File: config.mk
export PLATFORM = sky130hd
export DESIGN_NAME = shift_jis_to_iso2022_jp_top
export DESIGN_NICKNAME = d
export VERILOG_FILES = /design/src/rtl/core/sjtij_pkg.sv /design/src/rtl/core/shift_jis_to_iso2022_jp_top.sv /design/src/rtl/core/sjtij_input_reg.sv /design/src/rtl/core/sjtij_encoder.sv /design/src/rtl/core/sjtij_serializer.sv
export VERILOG_INCLUDE_DIRS = /design/src /design/src/rtl/core
export SDC_FILE = /design/constraint.sdc
export NUM_CORES = 1
export LEC_CHECK = 0
export BUFFER_PORTS_ARGS = -buffer_cell sky130_fd_sc_hd__buf_2
export CAP_MARGIN = 20
export CELL_PAD_IN_SITES_DETAIL_PLACEMENT = 1
export CELL_PAD_IN_SITES_GLOBAL_PLACEMENT = 1
export CORE_MARGIN = 2
export CORE_UTILIZATION = 54
export CTS_CLUSTER_DIAMETER = 40
export DETAILED_ROUTE_END_ITERATION = 12
export MAX_ROUTING_LAYER = met4
export PLACE_DENSITY = 0.95
export SETUP_SLACK_MARGIN = 0.3
export SLEW_MARGIN = 10
export SYNTH_ARGS = -nofsm -noshare
export SYNTH_HDL_FRONTEND = slang
export SYNTH_HIERARCHICAL = 1
export SYNTH_SLANG_ARGS = --single-unit
File: constraint.sdc
create_clock -name clock -period 23 [get_ports clock]
set_input_delay 3.45 -clock clock [delete_from_list [all_inputs] [get_ports clock]]
set_output_delay 3.45 -clock clock [all_outputs]
set_load 0.02 [all_outputs]
File: src/rtl/core/shift_jis_to_iso2022_jp_top_defines.svh
// ----------------------------------------------------------------------------
// shift_jis_to_iso2022_jp_top_defines.svh
// assertion macros shared by the converter modules
// ----------------------------------------------------------------------------
`ifndef SHIFT_JIS_TO_ISO2022_JP_TOP_DEFINES_SVH
`define SHIFT_JIS_TO_ISO2022_JP_TOP_DEFINES_SVH

// checked only outside reset
`define SJTIJ_ASSERT(lbl, prop, msg) \
   lbl: assert property (@(posedge clock) disable iff (reset) prop) else $error(msg);

// checked at every edge, reset included
`define SJTIJ_ASSERT_ALWAYS(lbl, prop, msg) \
   lbl: assert property (@(posedge clock) prop) else $error(msg);

`endif

File: src/rtl/core/sjtij_pkg.sv
`timescale 1ns / 1ps
// ----------------------------------------------------------------------------
// sjtij_pkg
// types, escape bytes and code helpers for the shift-jis to iso-2022-jp converter
// ----------------------------------------------------------------------------
package sjtij_pkg;

   localparam int BurstDepth = 8;
   localparam int CountWidth = $clog2(BurstDepth + 1);
   localparam int IndexWidth = $clog2(BurstDepth);

   localparam logic [7:0] ESC_BYTE       = 8'h1B;
   localparam logic [7:0] ENTER_MID_BYTE = 8'h24;
   localparam logic [7:0] LEAVE_MID_BYTE = 8'h28;
   localparam logic [7:0] FINAL_BYTE     = 8'h42;

   typedef struct packed {
      logic [7:0] in_byte;
      logic       in_last;
   } req_type;

   typedef struct packed {
      logic [7:0] out_byte;
      logic       out_last;
   } rsp_type;

   // one request's worth of output bytes, slot 0 goes out first
   typedef struct packed {
      logic [CountWidth-1:0]           count;
      logic [BurstDepth-1:0][7:0]      bytes;
   } burst_type;

   function automatic logic is_lead(input logic [7:0] b);
      return ((b >= 8'h81) && (b <= 8'h9F)) || ((b >= 8'hE0) && (b <= 8'hFC));
   endfunction

   function automatic logic is_trail(input logic [7:0] b);
      return ((b >= 8'h40) && (b <= 8'h7E)) || ((b >= 8'h80) && (b <= 8'hFC));
   endfunction

   // returns {row, cell}; leads from 0xf0 up are outside the table
   function automatic logic [15:0] sjis_to_jis(input logic [7:0] lead,
                                               input logic [7:0] trail);
      logic [7:0] h;
      logic [7:0] l;
      h = lead;
      l = trail;
      if (lead >= 8'hF0) begin
         return 16'h0000;
      end
      if (h >= 8'hE0) begin
         h = h - 8'h40;
      end
      h = ((h - 8'h81) << 1) + 8'h21;
      if (l > 8'h7F) begin
         l = l - 8'h01;
      end
      if (l > 8'h9D) begin
         h = h + 8'h01;
         l = l - 8'h7D;
      end else begin
         l = l - 8'h1F;
      end
      return {h, l};
   endfunction

endpackage

File: src/rtl/core/shift_jis_to_iso2022_jp_top.sv
`timescale 1ns / 1ps
// ----------------------------------------------------------------------------
// shift_jis_to_iso2022_jp_top
// shift-jis byte stream in, iso-2022-jp byte stream out, escapes inserted
// ----------------------------------------------------------------------------
//  channel   direction   payload                     handshake
//  req_      in          in_byte[7:0], in_last       req_valid / req_ready
//  rsp_      out         out_byte[7:0], out_last     rsp_valid / rsp_ready
//
//  a request is taken every cycle while the output is free; its zero to eight
//  output bytes then leave at one byte per cycle from the burst register while
//  rsp_ready is high; a lead byte held for its trail gives no output; requests
//  go through the input register, then the burst register; a stalled rsp_
//  receiver holds the burst and one waiting request, then req_ready drops
//  synchronous reset returns to single-byte mode with no lead held
// ----------------------------------------------------------------------------
module shift_jis_to_iso2022_jp_top (
   input  logic               clock,
   input  logic               reset,
   input  logic               req_valid,
   output logic               req_ready,
   input  sjtij_pkg::req_type req_data,
   output logic               rsp_valid,
   input  logic               rsp_ready,
   output sjtij_pkg::rsp_type rsp_data
);
   import sjtij_pkg::*;

   logic      cur_valid;
   req_type   cur_req;
   burst_type burst;
   logic      can_load;
   logic      advance;
   logic      load;

   // requests with nothing to send move on even while a burst is draining
   assign advance = cur_valid && ((burst.count == '0) || can_load);
   assign load    = advance && (burst.count != '0);

   sjtij_input_reg u_input_reg (
      .clock      (clock),
      .reset      (reset),
      .req_valid  (req_valid),
      .req_ready  (req_ready),
      .req_data   (req_data),
      .advance    (advance),
      .held_valid (cur_valid),
      .held_data  (cur_req)
   );

   sjtij_encoder u_encoder (
      .clock   (clock),
      .reset   (reset),
      .cur_req (cur_req),
      .advance (advance),
      .burst   (burst)
   );

   sjtij_serializer u_serializer (
      .clock     (clock),
      .reset     (reset),
      .load      (load),
      .burst     (burst),
      .can_load  (can_load),
      .rsp_valid (rsp_valid),
      .rsp_ready (rsp_ready),
      .rsp_data  (rsp_data)
   );

endmodule

File: src/rtl/core/sjtij_input_reg.sv
`timescale 1ns / 1ps
// ----------------------------------------------------------------------------
// sjtij_input_reg
// request register in front of the encoder
// ----------------------------------------------------------------------------
module sjtij_input_reg (
   input  logic              clock,
   input  logic              reset,
   input  logic              req_valid,
   output logic              req_ready,
   input  sjtij_pkg::req_type req_data,
   input  logic              advance,
   output logic              held_valid,
   output sjtij_pkg::req_type held_data
);
   import sjtij_pkg::*;

   logic    valid_ff;
   logic    valid_in;
   req_type data_ff;
   req_type data_in;

   assign req_ready = !valid_ff || advance;

   always_comb begin
      valid_in = valid_ff;
      data_in  = data_ff;
      if (req_valid && req_ready) begin
         valid_in = 1'b1;
         data_in  = req_data;
      end else if (advance) begin
         valid_in = 1'b0;
      end
   end

   always_ff @(posedge clock) begin
      if (reset) begin
         valid_ff <= 1'b0;
      end else begin
         valid_ff <= valid_in;
      end
   end

   always_ff @(posedge clock) begin
      data_ff <= data_in;
   end

   assign held_valid = valid_ff;
   assign held_data  = data_ff;

endmodule

File: src/rtl/core/sjtij_encoder.sv
`timescale 1ns / 1ps
`include "shift_jis_to_iso2022_jp_top_defines.svh"
// ----------------------------------------------------------------------------
// sjtij_encoder
// mode tracking and output burst assembly for one request
// ----------------------------------------------------------------------------
module sjtij_encoder (
   input  logic                 clock,
   input  logic                 reset,
   input  sjtij_pkg::req_type   cur_req,
   input  logic                 advance,
   output sjtij_pkg::burst_type burst
);
   import sjtij_pkg::*;

   logic       kanji_ff;
   logic       kanji_in;
   logic       held_ff;
   logic       held_in;
   logic [7:0] lead_ff;
   logic [7:0] lead_in;

   logic       b_lead;
   logic       b_trail;
   logic       hold_new;
   logic       pair;
   logic       esc_enter;
   logic       esc_leave;
   logic       tail_leave;
   logic [1:0] num_payload;
   logic [7:0] pay0;
   logic [7:0] pay1;
   logic [15:0] jis;
   logic [CountWidth-1:0] pos;
   logic [BurstDepth-1:0][7:0] slots;

   assign b_lead   = is_lead(cur_req.in_byte);
   assign b_trail  = is_trail(cur_req.in_byte);
   assign pair     = held_ff && b_trail;
   assign hold_new = b_lead && !cur_req.in_last && !pair;
   assign jis      = sjis_to_jis(lead_ff, cur_req.in_byte);

   always_comb begin
      esc_enter   = pair && !kanji_ff;
      esc_leave   = !pair && kanji_ff && (held_ff || !hold_new);
      tail_leave  = pair && cur_req.in_last;
      num_payload = 2'd0;
      pay0        = cur_req.in_byte;
      pay1        = cur_req.in_byte;
      if (pair) begin
         num_payload = 2'd2;
         pay0        = jis[15:8];
         pay1        = jis[7:0];
      end else if (held_ff) begin
         // held lead with no trail goes out alone, then the new byte unless held
         pay0        = lead_ff;
         num_payload = hold_new ? 2'd1 : 2'd2;
      end else if (!hold_new) begin
         num_payload = 2'd1;
      end
   end

   always_comb begin
      slots = '0;
      pos   = '0;
      if (esc_enter || esc_leave) begin
         slots[0] = ESC_BYTE;
         slots[1] = esc_enter ? ENTER_MID_BYTE : LEAVE_MID_BYTE;
         slots[2] = FINAL_BYTE;
         pos      = CountWidth'(3);
      end
      if (num_payload != 2'd0) begin
         slots[pos[IndexWidth-1:0]] = pay0;
         pos = pos + CountWidth'(1);
      end
      if (num_payload == 2'd2) begin
         slots[pos[IndexWidth-1:0]] = pay1;
         pos = pos + CountWidth'(1);
      end
      if (tail_leave) begin
         slots[pos[IndexWidth-1:0]]                        = ESC_BYTE;
         slots[IndexWidth'(pos[IndexWidth-1:0] + 3'd1)]    = LEAVE_MID_BYTE;
         slots[IndexWidth'(pos[IndexWidth-1:0] + 3'd2)]    = FINAL_BYTE;
         pos = pos + CountWidth'(3);
      end
      burst.count = pos;
      burst.bytes = slots;
   end

   always_comb begin
      kanji_in = kanji_ff;
      held_in  = held_ff;
      lead_in  = lead_ff;
      if (advance) begin
         held_in = hold_new;
         lead_in = hold_new ? cur_req.in_byte : 8'h00;
         if (pair) begin
            kanji_in = !cur_req.in_last;
         end else if (esc_leave) begin
            kanji_in = 1'b0;
         end
      end
   end

   always_ff @(posedge clock) begin
      if (reset) begin
         kanji_ff <= 1'b0;
         held_ff  <= 1'b0;
         lead_ff  <= 8'h00;
      end else begin
         kanji_ff <= kanji_in;
         held_ff  <= held_in;
         lead_ff  <= lead_in;
      end
   end

   `SJTIJ_ASSERT(held_is_lead_a, held_ff |-> is_lead(lead_ff), "held byte is not a lead byte")
   `SJTIJ_ASSERT(last_clears_a, (advance && cur_req.in_last) |=> (!kanji_ff && !held_ff),
                 "state not cleared after end of string")

endmodule

File: src/rtl/core/sjtij_serializer.sv
`timescale 1ns / 1ps
`include "shift_jis_to_iso2022_jp_top_defines.svh"
// ----------------------------------------------------------------------------
// sjtij_serializer
// holds one burst and sends its bytes one per cycle while rsp_ready is high
// ----------------------------------------------------------------------------
module sjtij_serializer (
   input  logic                 clock,
   input  logic                 reset,
   input  logic                 load,
   input  sjtij_pkg::burst_type burst,
   output logic                 can_load,
   output logic                 rsp_valid,
   input  logic                 rsp_ready,
   output sjtij_pkg::rsp_type   rsp_data
);
   import sjtij_pkg::*;

   logic [CountWidth-1:0]      count_ff;
   logic [CountWidth-1:0]      count_in;
   logic [IndexWidth-1:0]      index_ff;
   logic [IndexWidth-1:0]      index_in;
   logic [BurstDepth-1:0][7:0] bytes_ff;
   logic [BurstDepth-1:0][7:0] bytes_in;
   logic                       is_final;
   logic                       take;

   assign is_final  = (CountWidth'(index_ff) + CountWidth'(1)) == count_ff;
   assign rsp_valid = count_ff != '0;
   assign take      = rsp_valid && rsp_ready;
   assign can_load  = !rsp_valid || (take && is_final);

   assign rsp_data.out_byte = bytes_ff[index_ff];
   assign rsp_data.out_last = is_final;

   always_comb begin
      count_in = count_ff;
      index_in = index_ff;
      bytes_in = bytes_ff;
      if (take) begin
         if (is_final) begin
            count_in = '0;
         end
         index_in = index_ff + IndexWidth'(1);
      end
      if (load) begin
         count_in = burst.count;
         index_in = '0;
         bytes_in = burst.bytes;
      end
   end

   always_ff @(posedge clock) begin
      if (reset) begin
         count_ff <= '0;
         index_ff <= '0;
      end else begin
         count_ff <= count_in;
         index_ff <= index_in;
      end
   end

   always_ff @(posedge clock) begin
      bytes_ff <= bytes_in;
   end

   `SJTIJ_ASSERT(no_overwrite_a, load |-> can_load, "burst loaded over undelivered bytes")
   `SJTIJ_ASSERT(burst_continues_a, (take && !is_final) |=> rsp_valid,
                 "burst ended before its last byte")
   `SJTIJ_ASSERT_ALWAYS(index_in_range_a,
                        (count_ff != '0) |-> (CountWidth'(index_ff) < count_ff),
                        "read index beyond burst length")

endmodule
Yosys cells after proc, flatten, opt, wreduce, memory -nomap -nowiden
Index checks and enable logic that the tools add are counted.

operators by class
  add/subtract/negate cells = 14
  multiply operators = 0
  divide/modulo/power cells = 0
  magnitude comparators = 22
  equality and inequality tests = 2
  shift operators = 0
  multiplexer cells = 47
  bitwise operators = 9
  reduce and logical (&&, ||, !) cells = 45

operator list
  cell                                                        count
  two-way mux 64 bit                                          3
  bitwise mux 64 bit                                          2
  demux 8 bit (select 3 bit)                                  5
  two-way mux 8 bit                                           14
  AND 48 bit                                                  2
  NOT 48 bit                                                  2
  >= comparator 8 bit, second input constant                  5
  AND 32 bit                                                  1
  two-way mux 16 bit                                          2
  NOT 32 bit                                                  1
  OR 16 bit                                                   2
  OR 32 bit                                                   1
  two-way mux 4 bit                                           7
  binary-select mux 8 bit (select 3 bit)                      1
  two-way mux 23 bit                                          1
  logical AND 1 bit                                           21
  less-than comparator 3 x 4 -> 1 bit, second input constant  5
  <= comparator 8 bit, second input constant                  2
  two-way mux 7 bit                                           2
  >= comparator 3 x 1 -> 1 bit, second input constant         4
  nonzero test 2 bit                                          5
  adder 8 x 1 -> 8 bit, second input constant                 1
  adder 8 x 6 -> 8 bit, second input constant                 1
  >= comparator 8 x 7 -> 1 bit, second input constant         1
  26 further kinds                                            48

word-level totals
  register bits = 91
  bits in latches = 0
  bits in writable memories = 0
  ROM bits = 0
  input bits = 13
  output and inout port bits = 11
  word-level logic and storage cells = 155
  memories kept = 0

Depth between registers and ports, before layout
Gate-level depths: netlist of run 1.

  depth after elaboration = 24
  gate-level depth with buffers = 25
  gate-level depth less buffers = 21

By module
Netlist of run 1, hierarchy kept.

modules (own cells, without submodules)
  module                       instances  cells an instance  area each (um2)  seq. area each (um2)
  sjtij_encoder                1          471                3034.2           200.2
  sjtij_serializer             1          144                2892.8           2062.0
  sjtij_input_reg              1          14                 325.3            290.3
  shift_jis_to_iso2022_jp_top  1          4                  27.5             0.0

Worst setup path after synthesis of run 1
No wires, ideal clock.

  path kind = flip-flop to output port
  start point = reg u_input_reg.data_ff (netlist bit u_input_reg/held_data[1])
  end point = out req_ready
  data arrival time = 4855 ps
  data required time = 19550 ps
  setup slack = 14695 ps
  cell stages (with the launch flop) = 20
  path buffers = 4
  path through = edfxtp_1 > clkbuf_1 > inv_1 > ha_1 > o311ai_1 > nand2_1 > clkbuf_1 > nor4_2 > ha_1 > or3_1 > clkbuf_1 > inv_1 > ha_1 > and2_1 > clkbuf_1 > nand3_1 > xnor2_1 > nor4_2 > o21a_1 > nand2b_4

RTL lines
  element                 RTL line                           text
  start, declared         sjtij_input_reg.sv:20              req_type data_ff;
  start signal, assigned  sjtij_input_reg.sv:45              data_ff <= data_in;
  end, declared           shift_jis_to_iso2022_jp_top.sv:21  output logic req_ready,

==> results.cfg, run 1 <==
[floorplan]
start_util_pct = 55.2
die-area_um2 = 12500
coreArea_um2 = 11400
die_y_um = 112
row_count = 39
fp.dieW_um = 112
ios = 24

[timing]
setup-tns-final_ps = 0
fin_crit_sh_pct = 45.6
fmaxAchievable_ghz = 0.0953
setup_violations = 0
tightest_slew_ps = 1080
period_minus_slack_ps = 10490
hold_violations = 0
rsz0062_at_grt = false
slew_headroom_pct = 28.3
skew_ps = 9.84
slew_viol_final = 0

[clock_tree]
htree_levels = 3
cts_hold_buf = 0
clk_path_buf_depth = 2
post_cts_resized = 0
clock-root-buffer = clkbuf_16
cts_setup_buffers = 0
clock-sinks = 91
clk_transition_reported_paths_ps = 60
cts_buffers = 9
cts_tree = yes
clk_latency_ps = 360

[worst_hold_path]
holdPathEnd = u_input_reg/held_valid
hp-class = flip-flop to flip-flop
hold_start = u_input_reg/held_valid
holdPathStages = 2

[synthesis]
synth.distinct_cells = 85
synth_edf_count = 73
syn-num-nets = 667
synth_seq_cells = 91
synthFlopType = edfxtp_1
yosysWarnings = 6
ys_seq_area_share_pct = 40.6
synth-async-reset-ratio_pct = 0
synth_area_um2 = 6280
syn_avg_cell_area_um2 = 9.92
synthCells = 633

[finish]
fin_cells = 784
fin_nets = 670
num_antenna_cells = 0
seq_area_um2 = 2550
final_common_cell = edfxtp_1
drive_above_1_share_pct = 13.9
areaGrowthSynthToFinish_pct = 7.31
multiInputGateArea_um2 = 3460
final_cell_mix = edfxtp_1 (73), nand2_1 (66), nor2_1 (50)
num-fill-cells = 1271

[critical_path]
crit_path_start_kind = flip-flop
reg2reg_from = u_input_reg/held_data[1]
cp_data_required_time_ps = 19550
critPathCaptureType = output port
critPathArrivalTime_ps = 7040
r2r-end = u_serializer/count_ff[1]
reg2regPathDepth = 20
critPathMaxFanout = 19
critPathKind = flip-flop to output port
ff2ff_setup_slack_ps = 15660

[power]
ir_drop_mv = 0.0554
cellPowerDensity_nw_per_um2 = 67.6
power_w = 0.000455
p_leak_nw = 2.39

[global_routing]
grt_pass1_vias = 5865
grt_max_degree = 77
grt_usage_pct = 35.9
grt_pass1_wl_um = 33300
antenna_found_initial = 0
grt-ovfl-total = 0

[route]
drc = 0
routed_wl_um = 21300
drtPass1Iterations = 5
antenna_left = 0
wl_per_cell_um = 27.2
num_vias = 5516
dr.first_iter.drc_count = 413
viasPerCell = 7.04

[placed_design]
dp_hpwl_um = 15800
port_buffers = 23
gp_congestion = 0.930
dp.cells = 768

[run]
drv_cap = 0

[run_status]
outcome = completed
-- routing by layer --
layer / routed length (µm) / up-vias / global-route usage (%)
li1: - / 2432 / -
met1: 7850 / 2697 / 39.0
met2: 10700 / 286 / 61.5
met3: 1390 / 101 / 6.42
met4: 1390 / 0 / 21.2
met5: 0 / - / -
-- registers in the layout, summed over array words and instances (netlist names) --
register	flops
u_serializer/count_ff	4
u_input_reg/held_valid	1
u_encoder/held_ff	1
u_serializer/index_ff	3
u_encoder/lead_ff	8
u_input_reg/held_data	9
u_serializer/bytes_ff	64
u_encoder/kanji_ff	1
-- through the flow --
| step | hold slack, ps | area [µm²] | util [%] | worst slack [ps] |
|---|---|---|---|---|
| after floorplan | 472 | 6280 | - | 14700 |
| after global placement | 500 | 6420 | 56.5 | 13440 |
| after detailed placement | 513 | 6420 | 56.5 | 13060 |
| after CTS | 523 | 6740 | 59.3 | 12620 |
| after global routing | 541 | 6740 | 59.3 | 11870 |
| final | 522 | 6740 | 59.3 | 12510 |
-- synthesized netlist by cell type, types with 3 or more instances --
cell	number	area, µm²
nor2_1	51	191
mux2_2	9	101
nor3b_1	5	37.5
xnor2_1	14	123
o211ai_1	7	52.6
a21oi_1	40	200
o31ai_1	9	67.6
xor2_1	9	78.8
mux4_1	5	131
a221oi_1	3	26.3
mux4_2	11	248
a22oi_1	7	52.6
buf_2	3	15.0
inv_1	20	75.1
dfxtp_1	18	360
edfxtp_1	73	2190
nand4_1	5	31.3
o2111ai_1	4	35.0
a211oi_1	10	75.1
o21a_1	3	22.5
o2bb2ai_1	4	35.0
ha_1	21	263
nor3_1	12	60.1
or3_1	4	25.0
clkbuf_1	20	75.1
and3_1	13	81.3
buf_1	4	15.0
nand2_1	66	248
and2_1	8	50.1
a21o_1	5	37.5
nand2b_1	16	100
mux2i_1	5	50.1
or2_2	3	18.8
buf_6	5	56.3
o22ai_1	15	93.8
a31oi_1	8	50.1
o21ai_0	26	130
nand3_1	27	135
o41ai_1	3	26.3
-- critical path: stages, from the launching register on --
cell	delay, ps
edfxtp_1	580
inv_1	210
ha_1	260
o311ai_1	770
nand2_1	470
nor4_2	800
ha_1	350
nor2_1	90
a21o_1	340
inv_1	290
ha_1	320
inv_1	70
a31oi_1	760
a21oi_1	230
nor2_1	230
nor4_2	100
o21a_1	390
nand2b_4	250
buf_2	160
-- power breakdown --
group | internal, W | switching, W | total [W]
logic | 0.0000326 | 0.0000582 | 0.0000907
clock network | 0.0000952 | 0.0000650 | 0.000160
registers | 0.000195 | 0.00000976 | 0.000204
-- cells by family (layout without fill, tap and decap cells) --
| group | count (synthesis) | in the layout | synth area share (%) |
|---|---|---|---|
| and+or+nand+nor | 227 | 227 | 18.1 |
| adders and majority gates | 22 | 22 | 4.34 |
| DFF | 91 | 91 | 40.6 |
| AOI/OAI and AO/OA | 184 | 184 | 20.9 |
| muxes | 30 | 30 | 8.45 |
| buffers and inverters | 56 | 64 | 4.36 |
| xor gates and xnor gates | 23 | 23 | 3.21 |
-- how the worst max path moves through the flow --
stage / startpoint / to / slack (ps) / cells after the start
after floorplan: u_input_reg/held_data[1] / req_ready / 14700 / 19
after global placement: u_input_reg/held_data[1] / req_ready / 13440 / 16
after detailed placement: u_input_reg/held_data[1] / req_ready / 13060 / 18
after CTS: u_input_reg/held_data[1] / req_ready / 12620 / 18
after global routing: u_input_reg/held_data[1] / req_ready / 11870 / 18
final: u_input_reg/held_data[1] / req_ready / 12510 / 18
-- layout make-up --
cell class,count,area share [%]
well taps,143,2.66
multi-input cells,486,51.4
repair buffers,28,2.27
inverters,20,1.11
clock buffers,10,3.40
flip-flops and latches,91,37.9
clock inverters,6,1.34
Power figures use the tool's default switching activity.
==> inputs of run 2 (changes only) <==
ABC_AREA = 1   (was unset)
CORE_UTILIZATION = 47   (was 54)
PLACE_DENSITY = 0.91   (was 0.95)
clock period = 10.3 ns   (was 23 ns; I/O delays follow)
==> results.cfg, run 2 <==
[finish]
fin_nets = 858
top_register = u_serializer/bytes_ff
drive_above_1_share_pct = 15.3
fin_cells = 1005
num_antenna_cells = 0
final_cell_mix = nand2_1 (202), nor2_1 (110), edfxtp_1 (73)
final_common_cell = nand2_1
largest_reg_flops = 64
areaGrowthSynthToFinish_pct = 8.62

[synthesis]
yosysWarnings = 6
synth_top_cells_by_area = edfxtp_1 (35%), nand2_1 (12%), nor2_1 (6.6%), dfxtp_1 (5.8%), inv_1 (4.3%)
synth-xor-area-share_pct = 1.66
ys_seq_area_share_pct = 40.9
yosys.area_share.simple_pct = 29.6
synth_top_area_share_pct = 35.1
synthCells = 810
synth_seq_cells = 91
synth-async-reset-ratio_pct = 0
synth-adder-area-share_pct = 4.21
syn-num-nets = 844
synth_edf_count = 73
syn_avg_cell_area_um2 = 7.71
synth.top_cells.by_count = nand2_1 (202), nor2_1 (110), edfxtp_1 (73), inv_1 (72), a21oi_1 (44)
synth_most_common_cell = nand2_1
synth_area_um2 = 6240
synth.area.mux_share_pct = 0
yosys.area.top_type = edfxtp_1
synth_top_family_by_area = simple AND/OR/NAND/NOR gates
synthFlopType = edfxtp_1
synth-compound-area-share_pct = 15.2
synth.distinct_cells = 57

[timing]
hold_violations = 0
rsz0062_at_grt = false
fmaxAchievable_ghz = 0.159
fin_crit_sh_pct = 61.0
setup-tns-final_ps = 0
skew_ps = 7.96
setup_violations = 0
slew_headroom_pct = 36.6
period_minus_slack_ps = 6280
slew_viol_final = 0
tightest_slew_ps = 950

[clock_tree]
clock-sinks = 91
htree_levels = 3
clk_path_buf_depth = 2
cts_setup_buffers = 0
post_cts_resized = 0
cts_buffers = 9
cts_tree = yes
clock-root-buffer = clkbuf_16
cts_hold_buf = 0
clk_transition_reported_paths_ps = 60
clk_latency_ps = 350

[global_routing]
grt_usage_pct = 29.4
grt_pass1_wl_um = 31500
antenna_found_initial = 0
grt_max_degree = 71
grt-ovfl-total = 0
grt_pass1_vias = 6031

[power]
power_w = 0.00102
clkPwrFrac_pct = 34.6
power_frac_comb_pct = 21.7
power_switching_w = 0.000322
ir_drop_mv = 0.0783
swShare_pct = 31.6
p_int_w = 0.000696
p_leak_nw = 2.90
cellPowerDensity_nw_per_um2 = 150
seqPwrFrac_pct = 43.7

[route]
routed_wl_um = 19700
viasPerCell = 5.76
drc = 0
wl_per_cell_um = 19.6
antenna_left = 0
dr.first_iter.drc_count = 414
num_vias = 5787
drtPass1Iterations = 5

[run]
drv_cap = 0

[worst_hold_path]
hold_start = u_encoder/lead_ff[6]
hp-class = flip-flop to flip-flop

[floorplan]
row_count = 42
ios = 24
coreArea_um2 = 13100
die-area_um2 = 14200
die_y_um = 119
fp.dieW_um = 119
start_util_pct = 47.7

[run_status]
outcome = completed

[critical_path]
cp_data_required_time_ps = 8760
reg2reg_from = u_input_reg/held_data[1]
crit_path_start_kind = flip-flop
critPathMaxFanout = 8
crit_start = u_input_reg/held_data[1]
critPathArrivalTime_ps = 4740
critPathCaptureType = output port
critPathKind = flip-flop to output port

[placed_design]
dp.cells = 989
gp_congestion = 0.992
dp_hpwl_um = 14900
port_buffers = 23
[run 2: per-stage QoR]
step                      hold slack (ps)  utilization (%)  worst slack [ps]  cell area, µm²
after floorplan                       455                -              4910            6240
after global placement                471             49.4              4590            6460
after detailed placement              491             49.4              4370            6460
after CTS                             501             51.8              3980            6780
after global routing                  525             51.8              3480            6780
final                                 497             51.8              4020            6780
[run 2: kinds of logic (layout without fill, tap and decap cells)]
group / Yosys count / in the layout
fa+ha+maj: 21 / 21
flops: 91 / 91
compound gates: 150 / 150
buf+inv: 124 / 143
simple gates: 413 / 413
xor+xnor: 11 / 11
[run 2: critical path, cell delays in order, from the launching register on]
cell and delay, ps:
edfxtp_1 460, inv_2 150, ha_1 210, nand2_1 90, nor2_1 120, nor2_1 60, o22ai_1 130, o21ai_0 110
nand3_1 130, inv_1 60, ha_1 300, nor3_2 510, inv_1 220, ha_1 490, inv_1 160, nor2_1 130
nand2_1 80, xor2_1 190, nor2_1 120, nand2_1 120, a21oi_2 240, inv_2 70, nand2_2 70, buf_2 160
[run 2: final timing paths]
check,slack [ps],cells after the start,to
worst max-delay path,4020,23,req_ready
worst min-delay path,500,2,u_encoder/lead_ff[6]
worst max register to register,4960,24,u_encoder/lead_ff[0]
worst min register to register,500,2,u_encoder/lead_ff[6]
[run 2: power groups by stage]
stage	Combinational (W)	Clock (W)	Sequential, W
after detailed placement	0.000218	0	0.000453
after global routing	0.000243	0.000366	0.000448
after floorplan	0.000160	0	0.000447
final	0.000221	0.000352	0.000445
after CTS	0.000220	0.000355	0.000445
after global placement	0.000209	0	0.000451
[run 2: routing by layer]
layer	part of all wire [%]	global-route usage, %
met1	42	35.3
met2	51	50.3
met3	4.7	4.55
met4	2.7	10.3
met5	0	-
[run 2: layout make-up]
class                      instances  area [µm²]
tap                              176         220
timing repair buffer              26         138
inverter                         101         384
clock inverter                     4        35.0
fill                            1620        6300
sequential                        91        2550
clock buffer                      12         289
multi-input combinational        595        3160
